===== config.mk =====
export PLATFORM = sky130hd
export DESIGN_NAME = ilha_ctrl
export DESIGN_NICKNAME = d
export VERILOG_FILES = /design/src/hw/rtl/ilha_pkg.sv /design/src/hw/rtl/ilha_ctrl.sv
export SDC_FILE = /design/constraint.sdc
export NUM_CORES = 1
export LEC_CHECK = 0
export BUFFER_PORTS_ARGS = -buffer_cell sky130_fd_sc_hd__buf_2
export CORE_UTILIZATION = 28
export CTS_CLUSTER_SIZE = 24
export DETAILED_ROUTE_END_ITERATION = 16
export GPL_ROUTABILITY_DRIVEN = 0
export HOLD_SLACK_MARGIN = 0.06
export PLACE_DENSITY = 0.61
export SYNTH_ARGS = -nofsm -noshare
export SYNTH_HDL_FRONTEND = slang
export SYNTH_SLANG_ARGS = --single-unit

===== constraint.sdc =====
create_clock -name clk -period 3.01 [get_ports clk]
set_input_delay 0.1505 -clock clk [delete_from_list [all_inputs] [get_ports clk]]
set_output_delay 0.1505 -clock clk [all_outputs]
set_load 0.03 [all_outputs]

===== src/hw/rtl/ilha_pkg.sv =====
package ilha_pkg;

	// Field widths of the request and response words.
	localparam int BYTES_W = 16;
	localparam int ADDR_W  = 17;

	// Block sizes and heap positions are bounded by the 13-bit heap limit register.
	localparam int SIZE_W = 13;
	localparam int HDR_W  = SIZE_W + 1;
	localparam int POS_W  = SIZE_W + 1;

	// Default number of granules in the header store.
	localparam int HEAP_GRANULES_DEF = 4096;

	// Header overhead (8 bytes) plus rounding to a 16-byte granule.
	localparam int NEED_ROUND = 23;

	// Configuration port.
	localparam int PADDR_W = 3;
	localparam int PDATA_W = 32;
	localparam logic               REG_HEAP_LIMIT = 1'b0;
	localparam logic [SIZE_W-1:0]  LIMIT_RESET    = 13'd4096;

	// Command codes.
	localparam logic CMD_ALLOC = 1'b0;
	localparam logic CMD_FREE  = 1'b1;

	// Status codes.
	localparam logic STATUS_OK  = 1'b0;
	localparam logic STATUS_OOM = 1'b1;

	typedef enum logic [1:0] {
		RD_POS,
		RD_NXT,
		RD_FREE
	} rd_sel_t;

	typedef enum logic [2:0] {
		WR_MERGE,
		WR_FIT,
		WR_SPLIT,
		WR_EXT,
		WR_FREE
	} wr_sel_t;

	typedef struct packed {
		logic    load_in;
		logic    rd_en;
		rd_sel_t rd_sel;
		logic    wr_en;
		wr_sel_t wr_sel;
		logic    pos_clear;
		logic    pos_adv;
		logic    pos_from_nxt;
		logic    run_start;
		logic    run_add;
		logic    top_grow;
		logic    res_fit;
		logic    res_ext;
		logic    res_fail;
		logic    out_load;
	} dp_cmd_t;

	typedef struct packed {
		logic pos_end;
		logic nxt_end;
		logic hdr_used;
		logic fits;
		logic split;
		logic ext_fail;
		logic free_ok;
	} dp_stat_t;

endpackage


===== src/hw/rtl/ilha_ctrl.sv =====
module ilha_ctrl
	import ilha_pkg::*;
(
	input  logic     clk,
	input  logic     arst_n,
	input  logic     in_valid,
	input  logic     in_command,
	output logic     in_ready,
	output logic     out_valid,
	input  logic     out_ready,
	input  dp_stat_t stat,
	output dp_cmd_t  cmd
);

	typedef enum logic [12:0] {
		S_IDLE    = 13'b0000000000001,
		S_FR_RD   = 13'b0000000000010,
		S_FR_WR   = 13'b0000000000100,
		S_M_RD    = 13'b0000000001000,
		S_M_EV    = 13'b0000000010000,
		S_M_NRD   = 13'b0000000100000,
		S_M_NEV   = 13'b0000001000000,
		S_M_WR    = 13'b0000010000000,
		S_F_RD    = 13'b0000100000000,
		S_F_EV    = 13'b0001000000000,
		S_F_SPLIT = 13'b0010000000000,
		S_EXT     = 13'b0100000000000,
		S_RESP    = 13'b1000000000000
	} state_t;

	state_t state_q;
	state_t state_d;
	logic   out_valid_q;

	assign in_ready  = (state_q == S_IDLE);
	assign out_valid = out_valid_q;

	always_comb begin
		cmd     = '0;
		state_d = state_q;
		unique case (state_q)
			S_IDLE: begin
				if (in_valid) begin
					cmd.load_in = 1'b1;
					state_d = (in_command == CMD_FREE) ? S_FR_RD : S_M_RD;
				end
			end
			S_FR_RD: begin
				if (stat.free_ok) begin
					cmd.rd_en  = 1'b1;
					cmd.rd_sel = RD_FREE;
					state_d = S_FR_WR;
				end else begin
					state_d = S_RESP;
				end
			end
			S_FR_WR: begin
				cmd.wr_en  = 1'b1;
				cmd.wr_sel = WR_FREE;
				state_d = S_RESP;
			end
			S_M_RD: begin
				if (stat.pos_end) begin
					cmd.pos_clear = 1'b1;
					state_d = S_F_RD;
				end else begin
					cmd.rd_en  = 1'b1;
					cmd.rd_sel = RD_POS;
					state_d = S_M_EV;
				end
			end
			S_M_EV: begin
				if (stat.hdr_used) begin
					cmd.pos_adv = 1'b1;
					state_d = S_M_RD;
				end else begin
					cmd.run_start = 1'b1;
					state_d = S_M_NRD;
				end
			end
			S_M_NRD: begin
				if (stat.nxt_end) begin
					state_d = S_M_WR;
				end else begin
					cmd.rd_en  = 1'b1;
					cmd.rd_sel = RD_NXT;
					state_d = S_M_NEV;
				end
			end
			S_M_NEV: begin
				if (stat.hdr_used) begin
					state_d = S_M_WR;
				end else begin
					cmd.run_add = 1'b1;
					state_d = S_M_NRD;
				end
			end
			S_M_WR: begin
				cmd.wr_en        = 1'b1;
				cmd.wr_sel       = WR_MERGE;
				cmd.pos_from_nxt = 1'b1;
				state_d = S_M_RD;
			end
			S_F_RD: begin
				if (stat.pos_end) begin
					state_d = S_EXT;
				end else begin
					cmd.rd_en  = 1'b1;
					cmd.rd_sel = RD_POS;
					state_d = S_F_EV;
				end
			end
			S_F_EV: begin
				if (stat.fits) begin
					cmd.wr_en   = 1'b1;
					cmd.wr_sel  = WR_FIT;
					cmd.res_fit = 1'b1;
					state_d = stat.split ? S_F_SPLIT : S_RESP;
				end else begin
					cmd.pos_adv = 1'b1;
					state_d = S_F_RD;
				end
			end
			S_F_SPLIT: begin
				cmd.wr_en  = 1'b1;
				cmd.wr_sel = WR_SPLIT;
				state_d = S_RESP;
			end
			S_EXT: begin
				if (stat.ext_fail) begin
					cmd.res_fail = 1'b1;
				end else begin
					cmd.wr_en    = 1'b1;
					cmd.wr_sel   = WR_EXT;
					cmd.res_ext  = 1'b1;
					cmd.top_grow = 1'b1;
				end
				state_d = S_RESP;
			end
			S_RESP: begin
				if (!out_valid_q || out_ready) begin
					cmd.out_load = 1'b1;
					state_d = S_IDLE;
				end
			end
			default: begin
				state_d = S_IDLE;
			end
		endcase
	end

	always_ff @(posedge clk or negedge arst_n) begin
		if (!arst_n) begin
			state_q     <= S_IDLE;
			out_valid_q <= 1'b0;
		end else begin
			state_q <= state_d;
			if (cmd.out_load) begin
				out_valid_q <= 1'b1;
			end else if (out_ready) begin
				out_valid_q <= 1'b0;
			end
		end
	end

endmodule

== Word level (Yosys, flattened, before mapping) ==
Index checks and enable logic that the tools add are counted.

* Word-level logic and storage cells: 63
* Input bits: 12
* Output and inout port bits: 20
* Flip-flop bits (word level): 14

* Reduce and logical (&&, ||, !) cells: 6
* Equality and inequality tests: 15
* Multiplexer cells: 40

{| class="wikitable"
|+ Operators by type and width
! kind !! count
|-
| $pmux 13 s11 || 1
|-
| $mux 13 || 5
|-
| $pmux 4 s5 || 1
|-
| $mux 1 || 19
|-
| $mux 8 || 2
|-
| $eq 13x1->1 const B || 1
|-
| $eq 13x10->1 const B || 1
|-
| $eq 13x11->1 const B || 1
|-
| $eq 13x12->1 const B || 1
|-
| $eq 13x13->1 const B || 1
|-
| $eq 13x2->1 const B || 1
|-
| $eq 13x3->1 const B || 1
|-
| $eq 13x4->1 const B || 1
|-
| $eq 13x5->1 const B || 1
|-
| $eq 13x6->1 const B || 1
|-
| $eq 13x7->1 const B || 1
|-
| $eq 13x8->1 const B || 1
|-
| $eq 13x9->1 const B || 1
|-
| $mux 12 || 1
|-
| $mux 4 || 3
|-
| $mux 3 || 3
|-
| $mux 9 || 1
|-
| $pmux 3 s3 || 1
|-
| $mux 6 || 1
|-
| 9 further kinds || 10
|}

== Longest topological paths before layout ==
* Depth after elaboration: 5
* Depth in mapped cells: 8
* Mapped depth without buffers: 6

== Worst setup path before layout ==
OpenSTA, ideal clock, no wires.

* Kind: register to output
* From: register state_q[2]
* To: output cmd[16] (netlist name)
* Stages on the path, launching flop included: 7
* Path buffers: 1
* Required time: 2.859 ns
* Path slack: 1.016 ns
* Data arrival time: 1.844 ns
* Cell sequence: dfrtp_1 > buf_4 > nor4_4 > nand4_1 > nor3b_2 > and2b_1 > or3_1

{| class="wikitable"
|+ RTL lines
! what !! line !! text
|-
| from (decl) || ilha_ctrl.sv:31 || <nowiki>state_t state_q;</nowiki>
|-
| from (signal assigned) || ilha_ctrl.sv:157 || <nowiki>state_q <= state_d;</nowiki>
|-
| to (decl) || ilha_ctrl.sv:12 || <nowiki>output dp_cmd_t cmd</nowiki>
|}

==> reports/results.txt <==
outcome: finished, final reports clean
leading cell types in the layout, fill and taps excluded: 31 x buf_2, 14 x nor2_1, 13 x dfrtp_1
DR pass1 iterations: 4
gr ovfl total: 0
final slew viol count: 0
clk buf depth: 2
CTS Hold Bufs: 1
Fmax: 455 MHz
sequential-to-total area share from yosys stat: 33.9%
clock root cell: clkbuf_8
CTS tree: done
initial antenna violation count: 0
Worst VDD drop: 0.202 mV
Clk pin slew, worst setup/hold paths: 0.05 ns
MaxCap Viol Count: 0
Avg Cell Area, Syn: 8.79 um2
Setup CP Type: reg -> out
RSZ-0062 raised after global routing: false
Critical Path Source Type: flip-flop
initial core utilization: 30.1%
skew final: 0.00788 ns
largest net degree at the start of global routing: 15
FP Rows: 21
Crit Path Max Fanout: 7
worst-skew pair later-pin latency: 0.25 ns
num ports: 32
Final TNS setup: 0 ns
postcts setup bufs: 0
commonest non-fill, non-tap cell in the layout: buf_2
die width: 62.9 um
worst slew pin tran: 0.437 ns
WHS: 0.0843 ns
Synth Cell Area: 0.00104 mm2
Post-synth ARST share: 100%
Final nets: 162
CTS Buf Count: 3
Post-synth top flop: dfrtp_1
Residual DRC: 0
period utilisation layout: 73.1%
Ys Warns: 0
Hold WC Path Type: in -> reg
Mapped Cells: 118
Core Area: 0.00344 mm2
pwr/cell area: 689 mW/mm2
syn_nets: 130
antenna diode count: 0
final hold violation count: 0
setup violators final: 0
Yosys reg bits: 14
first-pass GRT wire length: 4300 um
Post-Route WL: 2640 um
htree depth: 1
Detailed Place HPWL: 2120 um
DR vias: 996
# placed instances: 190
number of global-route vias before repair: 909
Die Y: 62.9 um
Overall Power: 0.000873 W
Worst Path Required: 2.86 ns
WL per Instance: 13.5 um
Resize count post-CTS: 0
number of library cell types mapped by synthesis: 43
min Tclk post-route: 2.20 ns
GRT Total Usage: 14.2%
Post-synth EDFFs: 0
final cell count without fillers: 195
Initial DRC Count: 92
die area: 0.00395 mm2
area grow syn2layout: 22.1%
LEAKAGE: 0.698 nW
worst rel slew slack: 70.7%
fin util: 36.8%
DRT antenna net count: 0
Worst Path Arrival: 2.05 ns
vias per cell: 5.11
clk sinks: 14
Port Buffers: 31
Worst setup EP type: output port
share of layout cells above drive strength 1: 32.9%
[flip-flops by register name, indices dropped and copies added (netlist names)]
register / count
state_q: 13
out_valid: 1
[cells in the mapped netlist, types with 2 or more instances]
cell type	instances	share of area, %
a21oi_1	3	1.4
and2_1	2	1.2
and3_1	3	1.8
and3_2	4	2.9
and4b_1	3	2.9
buf_4	3	2.2
dfrtp_1	13	31
inv_1	7	2.5
nand2_1	5	1.8
nand3_1	4	1.9
nand4_1	6	3.6
nand4b_1	2	1.7
nor2_1	14	5.1
nor2b_1	5	3.0
nor3_1	4	1.9
nor4_4	2	4.1
o21a_1	2	1.4
o21ai_0	7	3.4
or3_1	2	1.2
xor2_1	4	3.4
[kinds of logic after synthesis]
kind of cell	after synthesis	share of synthesized area, %
AND/OR/NAND/NOR	70	45.4
XOR/XNOR	5	4.22
flip-flops	14	33.9
AO/OA/AOI/OAI	17	10.3
buffers and inverters	12	6.27
[through the flow]
stage / setup slack, ns / cell area, um2
final: 0.811 / 1270
after CTS: 0.803 / 1270
after global routing: 0.648 / 1270
after detailed placement: 1.10 / 1210
after global placement: 1.11 / 1210
after floorplan: 1.02 / 1040
[worst max-delay path, stage by stage, from the launching register on]
cell and delay, ns:
dfrtp_1 0.46, nor4_4 0.46, and3_1 0.35, and4_4 0.25
or3_1 0.09, buf_2 0.18
[cell type report]
class | instances | area [um2]
Timing Repair Buffer | 32 | 165
Multi-Input combinational cell | 92 | 621
Fill cell | 381 | 2180
Tap cell | 46 | 57.6
Clock buffer | 4 | 45.0
Inverter | 7 | 26.3
Sequential cell | 14 | 352
[routing by layer]
metal / GRT usage (%) / routed length [um] / vias to the layer above
met5: 0 / 0 / -
met4: 8.72 / 69 / 0
met3: 2.37 / 159 / 5
met2: 22.4 / 1230 / 35
met1: 17.9 / 1190 / 472
li1: - / - / 484
[path summary, 6_finish.rpt]
| check | startpoint | to | slack [ns] | depth (start not counted) |
|---|---|---|---|---|
| hold / removal | stat[5] | state_q[6] | 0.08 | 2 |
| min in group asynchronous | arst_n | state_q[2] | 0.32 | 2 |
| setup / recovery | state_q[4] | cmd[16] | 0.81 | 5 |
| hold reg to reg | out_valid | out_valid | 0.56 | 2 |
| setup reg to reg | state_q[4] | state_q[0] | 1.20 | 5 |
| max in group asynchronous | arst_n | state_q[0] | 2.38 | 2 |
[report_power, final]
group          switching, W  internal, W
registers         0.0000593     0.000221
clock network     0.0000689    0.0000938
logic              0.000260     0.000170
Power figures use the tool's default switching activity.
